## config.mk

```make
export PLATFORM = sky130hd
export DESIGN_NAME = aft_rot
export DESIGN_NICKNAME = d
export VERILOG_FILES = /design/src/hw/rtl/aft_pkg.sv /design/src/hw/rtl/aft_rot.sv
export SDC_FILE = /design/constraint.sdc
export NUM_CORES = 2
export LEC_CHECK = 0
export BUFFER_PORTS_ARGS = -buffer_cell sky130_fd_sc_hd__buf_2
export CORE_MARGIN = 3
export CORE_UTILIZATION = 31
export CTS_CLUSTER_DIAMETER = 60
export DETAILED_ROUTE_END_ITERATION = 10
export PLACE_DENSITY_LB_ADDON = 0.3
export SYNTH_ARGS = -nofsm -noshare
export SYNTH_HDL_FRONTEND = slang
export SYNTH_SLANG_ARGS = --single-unit
export TNS_END_PERCENT = 100
```

## constraint.sdc

```tcl
create_clock -name i_clk -period 11.3 [get_ports i_clk]
set_input_delay 0 -clock i_clk [delete_from_list [all_inputs] [get_ports i_clk]]
set_output_delay 0 -clock i_clk [all_outputs]
set_load 0.01 [all_outputs]
```

## src/hw/rtl/aft_pkg.sv

```systemverilog
// ============================================================================
// aft_pkg: shared types and constants of the affine column transform
// Column word, coefficient bundle, stage op codes, register indexes and the
// fixed-point constants of the sine/cosine series.
// ============================================================================
package aft_pkg;

    // configuration register indexes
    localparam logic [2:0] CFG_ORDER     = 3'd0;
    localparam logic [2:0] CFG_SHIFT_X   = 3'd1;
    localparam logic [2:0] CFG_SHIFT_Y   = 3'd2;
    localparam logic [2:0] CFG_SHIFT_Z   = 3'd3;
    localparam logic [2:0] CFG_ANGLE     = 3'd4;
    localparam logic [2:0] CFG_STRETCH_X = 3'd5;
    localparam logic [2:0] CFG_STRETCH_Y = 3'd6;
    localparam logic [2:0] CFG_STRETCH_Z = 3'd7;

    // application order codes
    localparam logic [2:0] ORD_SRT = 3'd0;
    localparam logic [2:0] ORD_STR = 3'd1;
    localparam logic [2:0] ORD_RST = 3'd2;
    localparam logic [2:0] ORD_RTS = 3'd3;
    localparam logic [2:0] ORD_TSR = 3'd4;
    localparam logic [2:0] ORD_TRS = 3'd5;

    // angle units: 1/64 degree
    localparam logic [14:0] ANG_QUAD  = 15'd5760;
    localparam logic [12:0] ANG_OCT   = 13'd2880;
    localparam logic [32:0] RAD_Q40   = 33'd299845282;
    localparam logic [30:0] Q30_ONE   = 31'h4000_0000;
    localparam logic [3:0]  SER_SIN_LAST = 4'd4;
    localparam logic [3:0]  SER_LAST     = 4'd10;
    localparam logic [3:0]  MAT_LAST     = 4'd13;

    typedef enum logic [1:0] {
        OP_PASS,
        OP_SCALE,
        OP_ROT,
        OP_SHIFT
    } t_op;

    typedef struct packed {
        logic             item_valid;
        logic             last;
        logic             sat;
        logic [2:0][31:0] e;
        logic [31:0]      w;
    } t_col;

    typedef struct packed {
        logic [2:0][2:0][31:0] rm;
        logic [2:0][35:0]      stretch;
        logic [2:0][30:0]      shift;
    } t_coef;

    // operation of pipeline slot k for a given order mode
    function automatic t_op slot_op(input logic [2:0] mode, input logic [1:0] k);
        t_op a;
        t_op b;
        t_op c;
        case (mode)
            ORD_STR: begin a = OP_SCALE; b = OP_SHIFT; c = OP_ROT;   end
            ORD_RST: begin a = OP_ROT;   b = OP_SCALE; c = OP_SHIFT; end
            ORD_RTS: begin a = OP_ROT;   b = OP_SHIFT; c = OP_SCALE; end
            ORD_TSR: begin a = OP_SHIFT; b = OP_SCALE; c = OP_ROT;   end
            ORD_TRS: begin a = OP_SHIFT; b = OP_ROT;   c = OP_SCALE; end
            default: begin a = OP_SCALE; b = OP_ROT;   c = OP_SHIFT; end
        endcase
        case (k)
            2'd0:    return a;
            2'd1:    return b;
            default: return c;
        endcase
    endfunction

    // Horner divisors as reciprocals, sine terms first, then cosine terms:
    // 110, 72, 42, 20, 6, then 132, 90, 56, 30, 12, 2.
    // m = ceil(2^k / d) with 2^(k-30) >= d gives an exact floor for n < 2^30.
    function automatic logic [31:0] ser_recip(input logic [3:0] n);
        case (n)
            4'd0:    return 32'd1249445032;
            4'd1:    return 32'd1908874354;
            4'd2:    return 32'd1636178018;
            4'd3:    return 32'd1717986919;
            4'd4:    return 32'd1431655766;
            4'd5:    return 32'd2082408386;
            4'd6:    return 32'd1527099484;
            4'd7:    return 32'd1227133514;
            4'd8:    return 32'd1145324613;
            4'd9:    return 32'd1431655766;
            default: return 32'd1073741824;
        endcase
    endfunction

    function automatic logic [5:0] ser_shift(input logic [3:0] n);
        case (n)
            4'd0:    return 6'd37;
            4'd1:    return 6'd37;
            4'd2:    return 6'd36;
            4'd3:    return 6'd35;
            4'd4:    return 6'd33;
            4'd5:    return 6'd38;
            4'd6:    return 6'd37;
            4'd7:    return 6'd36;
            4'd8:    return 6'd35;
            4'd9:    return 6'd34;
            default: return 6'd31;
        endcase
    endfunction

endpackage

```

## src/hw/rtl/aft_rot.sv

```systemverilog
// ============================================================================
// aft_rot: rotation matrix builder
// Sequencer over one shared 33x33 multiplier; series divisions are done as
// reciprocal multiplies. Sine/cosine for pitch, yaw and roll, then the nine
// matrix entries.
// ============================================================================
module aft_rot (
    input  logic                  i_clk,
    input  logic                  i_rst_n,
    input  logic                  i_start,
    input  logic [47:0]           i_angle,
    output logic                  o_busy,
    output logic [2:0][2:0][31:0] o_rm
);
    import aft_pkg::*;

    typedef enum logic [3:0] {
        S_IDLE = 4'b0001,
        S_RED  = 4'b0010,
        S_MUL  = 4'b0100,
        S_USE  = 4'b1000
    } t_state;

    typedef enum logic [2:0] {
        B_RAD,
        B_SQ,
        B_SER,
        B_DIV,
        B_PS,
        B_MAT
    } t_bop;

    t_state r_state;
    t_bop   r_bop;
    logic [1:0] r_axis;
    logic [3:0] r_n;
    logic [3:0] r_mstep;

    logic [11:0]        r_g;
    logic [1:0]         r_q;
    logic               r_swap;
    logic [30:0]        r_x;
    logic [30:0]        r_x2;
    logic [30:0]        r_acc;
    logic [30:0]        r_ts;
    logic signed [65:0] r_prod;
    logic [30:0]        r_dq;
    logic signed [31:0] r_sin [3];
    logic signed [31:0] r_cos [3];
    logic signed [31:0] r_sysx;
    logic signed [31:0] r_cysx;
    logic signed [31:0] r_mac;
    logic [2:0][2:0][31:0] r_rm;

    logic [15:0]        ang16;
    logic signed [17:0] a18;
    logic signed [17:0] red;
    logic [14:0]        red_u;
    logic [1:0]         quad;
    logic [12:0]        f;
    logic               swap;
    logic [11:0]        g;
    logic signed [32:0] ma;
    logic signed [32:0] mb;
    logic signed [65:0] mprod;
    logic [65:0]        rad_sum;
    logic [30:0]        shr30;
    logic signed [65:0] rnd_sum;
    logic signed [32:0] mat_v;
    logic signed [32:0] mac33;
    logic [30:0]        quo;
    logic [30:0]        ser_acc;
    logic signed [31:0] s0;
    logic signed [31:0] c0;
    logic signed [31:0] sin_v;
    logic signed [31:0] cos_v;
    logic signed [31:0] sx;
    logic signed [31:0] cx;
    logic signed [31:0] sy;
    logic signed [31:0] cy;
    logic signed [31:0] sz;
    logic signed [31:0] cz;

    function automatic logic [31:0] clamp30(input logic signed [32:0] v);
        if (v > 33'sd1073741824) begin
            return 32'h4000_0000;
        end else if (v < -33'sd1073741824) begin
            return 32'hC000_0000;
        end else begin
            return v[31:0];
        end
    endfunction

    assign o_busy = (r_state != S_IDLE);
    assign o_rm   = r_rm;

    assign sx = r_sin[0];
    assign cx = r_cos[0];
    assign sy = r_sin[1];
    assign cy = r_cos[1];
    assign sz = r_sin[2];
    assign cz = r_cos[2];

    // angle reduction to quadrant and folded offset
    always_comb begin
        case (r_axis)
            2'd0:    ang16 = i_angle[15:0];
            2'd1:    ang16 = i_angle[31:16];
            default: ang16 = i_angle[47:32];
        endcase
        a18 = {{2{ang16[15]}}, ang16};
        if (a18 >= 18'sd23040) begin
            red = a18 - 18'sd23040;
        end else if (a18 >= 18'sd0) begin
            red = a18;
        end else if (a18 >= -18'sd23040) begin
            red = a18 + 18'sd23040;
        end else begin
            red = a18 + 18'sd46080;
        end
        red_u = red[14:0];
        if (red_u < ANG_QUAD) begin
            quad = 2'd0;
            f    = red_u[12:0];
        end else if (red_u < 15'(2 * ANG_QUAD)) begin
            quad = 2'd1;
            f    = 13'(red_u - ANG_QUAD);
        end else if (red_u < 15'(3 * ANG_QUAD)) begin
            quad = 2'd2;
            f    = 13'(red_u - 15'(2 * ANG_QUAD));
        end else begin
            quad = 2'd3;
            f    = 13'(red_u - 15'(3 * ANG_QUAD));
        end
        swap = (f > ANG_OCT);
        g    = swap ? 12'(ANG_QUAD[12:0] - f) : f[11:0];
    end

    // shared multiplier operands
    always_comb begin
        ma = '0;
        mb = '0;
        case (r_bop)
            B_RAD: begin ma = {21'd0, r_g}; mb = RAD_Q40; end
            B_SQ:  begin ma = {2'd0, r_x};  mb = {2'd0, r_x}; end
            B_SER: begin ma = {2'd0, r_x2}; mb = {2'd0, r_acc}; end
            B_DIV: begin ma = {2'd0, r_dq}; mb = {1'b0, ser_recip(r_n)}; end
            B_PS:  begin ma = {2'd0, r_x};  mb = {2'd0, r_ts}; end
            B_MAT: begin
                case (r_mstep)
                    4'd0:    begin ma = 33'(sy);     mb = 33'(sx); end
                    4'd1:    begin ma = 33'(cy);     mb = 33'(sx); end
                    4'd2:    begin ma = 33'(cy);     mb = 33'(cz); end
                    4'd3:    begin ma = 33'(r_sysx); mb = 33'(sz); end
                    4'd4:    begin ma = 33'(r_sysx); mb = 33'(cz); end
                    4'd5:    begin ma = 33'(cy);     mb = 33'(sz); end
                    4'd6:    begin ma = 33'(sy);     mb = 33'(cx); end
                    4'd7:    begin ma = 33'(cx);     mb = 33'(sz); end
                    4'd8:    begin ma = 33'(cx);     mb = 33'(cz); end
                    4'd9:    begin ma = 33'(r_cysx); mb = 33'(sz); end
                    4'd10:   begin ma = 33'(sy);     mb = 33'(cz); end
                    4'd11:   begin ma = 33'(sy);     mb = 33'(sz); end
                    4'd12:   begin ma = 33'(r_cysx); mb = 33'(cz); end
                    default: begin ma = 33'(cy);     mb = 33'(cx); end
                endcase
            end
            default: ;
        endcase
        mprod = ma * mb;
    end

    // product post-processing, series quotient, quadrant mapping
    always_comb begin
        rad_sum = r_prod + 66'sd512;
        shr30   = r_prod[60:30];
        rnd_sum = r_prod + 66'sd536870912;
        mat_v   = rnd_sum[62:30];
        mac33   = {r_mac[31], r_mac};

        quo     = 31'(r_prod[61:0] >> ser_shift(r_n));
        ser_acc = Q30_ONE - quo;

        // r_acc holds the cosine series here
        s0 = r_swap ? $signed({1'b0, r_acc}) : $signed({1'b0, shr30});
        c0 = r_swap ? $signed({1'b0, shr30}) : $signed({1'b0, r_acc});
        case (r_q)
            2'd1:    begin sin_v = c0;  cos_v = -s0; end
            2'd2:    begin sin_v = -s0; cos_v = -c0; end
            2'd3:    begin sin_v = -c0; cos_v = s0;  end
            default: begin sin_v = s0;  cos_v = c0;  end
        endcase
    end

    always_ff @(posedge i_clk) begin
        if (!i_rst_n) begin
            r_state <= S_RED;
            r_axis  <= '0;
            r_bop   <= B_RAD;
            r_n     <= '0;
            r_mstep <= '0;
        end else if (i_start) begin
            r_state <= S_RED;
            r_axis  <= '0;
        end else begin
            case (r_state)
                S_IDLE: ;
                S_RED: begin
                    r_g     <= g;
                    r_q     <= quad;
                    r_swap  <= swap;
                    r_bop   <= B_RAD;
                    r_state <= S_MUL;
                end
                S_MUL: begin
                    r_prod  <= mprod;
                    r_state <= S_USE;
                end
                S_USE: begin
                    case (r_bop)
                        B_RAD: begin
                            r_x     <= rad_sum[40:10];
                            r_bop   <= B_SQ;
                            r_state <= S_MUL;
                        end
                        B_SQ: begin
                            r_x2    <= shr30;
                            r_acc   <= Q30_ONE;
                            r_n     <= '0;
                            r_bop   <= B_SER;
                            r_state <= S_MUL;
                        end
                        B_SER: begin
                            r_dq    <= shr30;
                            r_bop   <= B_DIV;
                            r_state <= S_MUL;
                        end
                        B_DIV: begin
                            r_state <= S_MUL;
                            if (r_n == SER_SIN_LAST) begin
                                r_ts  <= ser_acc;
                                r_acc <= Q30_ONE;
                                r_n   <= r_n + 4'd1;
                                r_bop <= B_SER;
                            end else if (r_n == SER_LAST) begin
                                r_acc <= ser_acc;
                                r_bop <= B_PS;
                            end else begin
                                r_acc <= ser_acc;
                                r_n   <= r_n + 4'd1;
                                r_bop <= B_SER;
                            end
                        end
                        B_PS: begin
                            r_sin[r_axis] <= sin_v;
                            r_cos[r_axis] <= cos_v;
                            if (r_axis == 2'd2) begin
                                r_bop   <= B_MAT;
                                r_mstep <= '0;
                                r_state <= S_MUL;
                            end else begin
                                r_axis  <= r_axis + 2'd1;
                                r_state <= S_RED;
                            end
                        end
                        B_MAT: begin
                            case (r_mstep)
                                4'd0:    r_sysx <= mat_v[31:0];
                                4'd1:    r_cysx <= mat_v[31:0];
                                4'd3:    r_rm[0][0] <= clamp30(mac33 + mat_v);
                                4'd5:    r_rm[0][1] <= clamp30(mac33 - mat_v);
                                4'd6:    r_rm[0][2] <= clamp30(mat_v);
                                4'd7:    r_rm[1][0] <= clamp30(mat_v);
                                4'd8:    r_rm[1][1] <= clamp30(mat_v);
                                4'd10:   r_rm[2][0] <= clamp30(mac33 - mat_v);
                                4'd12:   r_rm[2][1] <= clamp30(mac33 + mat_v);
                                4'd13: begin
                                    r_rm[2][2] <= clamp30(mat_v);
                                    r_rm[1][2] <= clamp30(-33'(sx));
                                end
                                default: r_mac <= mat_v[31:0];
                            endcase
                            if (r_mstep == MAT_LAST) begin
                                r_state <= S_IDLE;
                            end else begin
                                r_mstep <= r_mstep + 4'd1;
                                r_state <= S_MUL;
                            end
                        end
                        default: r_state <= S_IDLE;
                    endcase
                end
                default: r_state <= S_IDLE;
            endcase
        end
    end

endmodule

```

==> impl_metrics.yaml <==
setup_path:
  max_stage_delay_ns: 0.69
  r2r_end: "r_prod[60]"
  start_kind: "flop"
  worstPathArrival_ns: 11.53
  crit_required_ns: 11.86
  cpMaxStageDelayCell: "a222oi_1"
  ff2ff_path_depth: 36
  crit_start: "r_mstep[2]"
  critical_path_class: "flop to flop"
  r2r_start: "r_mstep[2]"
  cpMostUsedCell: "fa_1"
  critPathCaptureType: "flop"
  crit_fanout: 16
  r2r_slack_ns: 0.33
power:
  power.density_nw_per_um2: 170.0
  worst_ir_drop_vdd_mv: 0.6641
  p_int_mw: 8.979
  leakage_nw: 39.98
  pwr-share-comb_pct: 56.8
  power_frac_seq_pct: 24.3
  power.switching_mw: 6.832
  power_mw: 15.81
  switching_share_pct: 43.21
  clockPowerShare_pct: 18.9
timing:
  finClkSkew_ns: 0.04202
  hold_ws_ns: 0.06587
  max-slew-margin-rel_pct: 9.388
  fmax_ghz: 0.09116
  tightest_slew_ns: 1.359
  min_period_ns: 10.97
  hold_viol_final: 0
  setup_viol: 0
  report.final.slew_viol_count: 0
  rsz0062_at_grt: "no"
  fin_crit_sh_pct: 97.07
floorplanning:
  start_util_pct: 31.20
  num_rows: 188
  die_area_um2: 270600
  die_y_um: 520.2
  ios: 340
  fp.coreArea_um2: 262700
  fp.dieW_um: 520.2
clock_tree:
  cts_max_level: 3
  clock_path_buffers: 3
  clk_latency_ns: 0.71
  cts_made_buffers: 87
  cts_tree: "built"
  clkTransAtPathRegs_ns: 0.07
  cts-root-buf: "clkbuf_16"
  cts.sinks: 856
yosys:
  ys_ff_latch: 856
  seq_area_frac_synth_pct: 30.78
  synth.distinct_cells: 98
  yosysTopAreaCell: "edfxtp_1"
  syn_nets: 9488
  ys_warn_count: 0
  netlist_instances: 8028
  synth-edff-count: 809
  netlist_top_cells_area: "edfxtp_1 30%, fa_1 27%, inv_1 6.1%"
  post_synth_instance_area_um2: 81970
  ys.flop_type: "edfxtp_1"
  syn-mean-instance-area_um2: 10.21
  synthArstFlopShare_pct: 0
  yosys.area.top_type_share_pct: 29.64
finish:
  multi_input_area_um2: 50790
  antenna_cells: 0
  drive_gt1_share_pct: 13.37
  seq_area_um2: 25250
  area_growth_pct: 13.49
  nFillCells: 26440
  nNetsFinal: 9849
global_routing:
  antenna_found_initial: 17
  grt_pass1_vias: 64780
  grt_max_degree: 93
  grt_use_total_pct: 22.05
  grt_pass1_wl_um: 444300
  grt_remaining_overflow: 0
min_path:
  whs_path_depth: 7
  hold_start: "i_angle[22]"
  min_to: "r_g[9]"
  hold_class: "primary input to flop"
routing:
  wirelength_um: 302800
  via_per_inst: 5.261
  num_vias: 63000
  first_iter_violations: 6306
  detail-route-antenna-nets: 0
  drt_pass1_iterations: 10
  drc: 0
  avgRoutedWirePerCell_um: 25.28
place:
  place_hpwl_um: 240600
  port-buffer-count: 339
  gp_congestion: 0.9590
status:
  status: "finished clean"
job:
  drv_cap: 0
-- cell type report --
| type | instances | share of cell area [%] |
|---|---|---|
| Multi-Input combinational cell | 5410 | 54.59 |
| Sequential cell | 856 | 27.14 |
| Inverter | 1337 | 5.396 |
| Timing Repair Buffer | 697 | 5.033 |
| Tap cell | 3515 | 4.727 |
| Clock buffer | 110 | 2.567 |
| Clock inverter | 50 | 0.5460 |
-- cell usage in the layout (no fill, tap or decap), types with 60 or more instances in the layout --
master / synthesis / routed
xor2_1: 98 / 98
a21oi_1: 304 / 301
nor2_1: 954 / 947
a21o_1: 72 / 72
nand3_1: 97 / 97
inv_1: 1331 / 1328
mux4_2: 99 / 99
mux2i_1: 119 / 118
buf_4: 8 / 317
o21ai_0: 170 / 168
nor2b_1: 69 / 69
a31oi_1: 69 / 67
xnor2_1: 182 / 181
nand2b_1: 72 / 72
ha_1: 313 / 313
a222oi_1: 64 / 64
nand2_1: 802 / 800
mux2_2: 60 / 60
buf_2: 25 / 339
clkbuf_16: 0 / 91
nor3_1: 113 / 107
edfxtp_1: 809 / 809
fa_1: 1096 / 1096
-- repair_timing --
item / CTS / global route
endpoints found under the setup margin: 9 / 19
resized for setup: 4 / 22
hold endpoints to repair: 26 / 0
hold buffers: 18 / 0
pin swaps: 0 / 4
gates cloned: 0 / 0
buffers inserted: 2 / 8
-- logic make-up after synthesis --
family	after synthesis	share of synthesized area, %
adder cells (fa/ha/maj)	1409	31.54
AO/OA/AOI/OAI	1061	8.856
XOR/XNOR	280	2.992
flip-flops	856	30.78
buffers and inverters	1762	8.162
multiplexers	279	5.011
AND/OR/NAND/NOR	2381	12.65
-- worst max-delay path: cells and delay by family (launching register included) --
family                   cells  cell delay, ns
AND/OR/NAND/NOR              8            2.01
buffers and inverters        8            1.13
flip-flops                   1            0.45
AO/OA/AOI/OAI               11            2.82
adder cells (fa/ha/maj)      9            4.43
-- state kept, by name, indices dropped and copies added, names as in the netlist, named ones only --
register / cells
r_sin: 96
r_q: 2
r_dq: 31
r_acc: 31
r_axis: 2
r_sysx: 32
r_x2: 31
r_mstep: 4
r_cysx: 32
r_mac: 32
r_bop: 3
r_n: 4
r_swap: 1
r_x: 31
r_ts: 31
r_cos: 96
o_rm: 288
r_state: 4
r_prod: 63
r_g: 12
-- per-layer routing --
metal / vias up / global-route usage [%] / share of wire (%)
met3: 511 / 3.813 / 7.8
li1: 27140 / - / -
met5: - / 0 / 0.011
met2: 2765 / 35.41 / 46
met4: 4 / 7.784 / 4.1
met1: 32580 / 29.98 / 42
-- how the worst max path moves through the flow --
| stage | end | slack [ns] | cells after the start |
|---|---|---|---|
| floorplan | r_prod[60] | 0.93 | 38 |
| global placement | r_prod[59] | -0.05 | 37 |
| detailed placement | r_prod[59] | -0.13 | 39 |
| CTS | r_prod[59] | 0.007 | 39 |
| global route | r_prod[62] | 0.03 | 43 |
| finish | r_prod[60] | 0.33 | 36 |
-- Yosys cell counts, drive strengths merged, types with 17 or more instances --
cell type and count:
nor4 26, fa 1096, o21a 18, o21bai 28
xnor2 182, a222oi 64, a221o 42, nand3 97
and3 40, a211oi 31, inv 1334, o221ai 19
edfxtp 809, dfxtp 47, ha 313, a22o 22
nor3b 17, nand4 34, or3 28, a31oi 69
and2 58, mux2i 119, or2 28, a221oi 44
mux2 61, nor2 956, nand2b 72, a21o 72
o31ai 21, nand2 802, buf 66, nor2b 69
nor3 113, mux4 99, o211ai 17, o21ai 178
clkbuf 359, a21oi 307, xor2 98
-- power groups by stage --
stage | registers, mW | logic [mW] | clock network, mW
3_3_place_gp | 3.91 | 8.91 | 0
3_5_place_dp | 3.91 | 8.92 | 0
2_1_floorplan | 3.90 | 5.32 | 0
6_report | 3.84 | 8.98 | 2.99
5_1_grt | 3.84 | 9.80 | 3.16
4_1_cts | 3.84 | 9.03 | 3.05
-- stage by stage --
| stage | instances | setup TNS (ns) | setup slack, ns | util (%) | area, um2 |
|---|---|---|---|---|---|
| 2_1_floorplan | 8028 | 0 | 0.9251 | - | 81970 |
| 3_3_place_gp | 11790 | -0.1090 | -0.04783 | 34.13 | 89680 |
| 3_5_place_dp | 11790 | -0.4902 | -0.1322 | 34.13 | 89680 |
| 4_1_cts | 11970 | 0 | 0.006539 | 35.32 | 92810 |
| 5_1_grt | 11980 | 0 | 0.02570 | 35.41 | 93030 |
| 6_report | 11980 | 0 | 0.3308 | 35.41 | 93030 |
(Power assumes the default switching activity.)
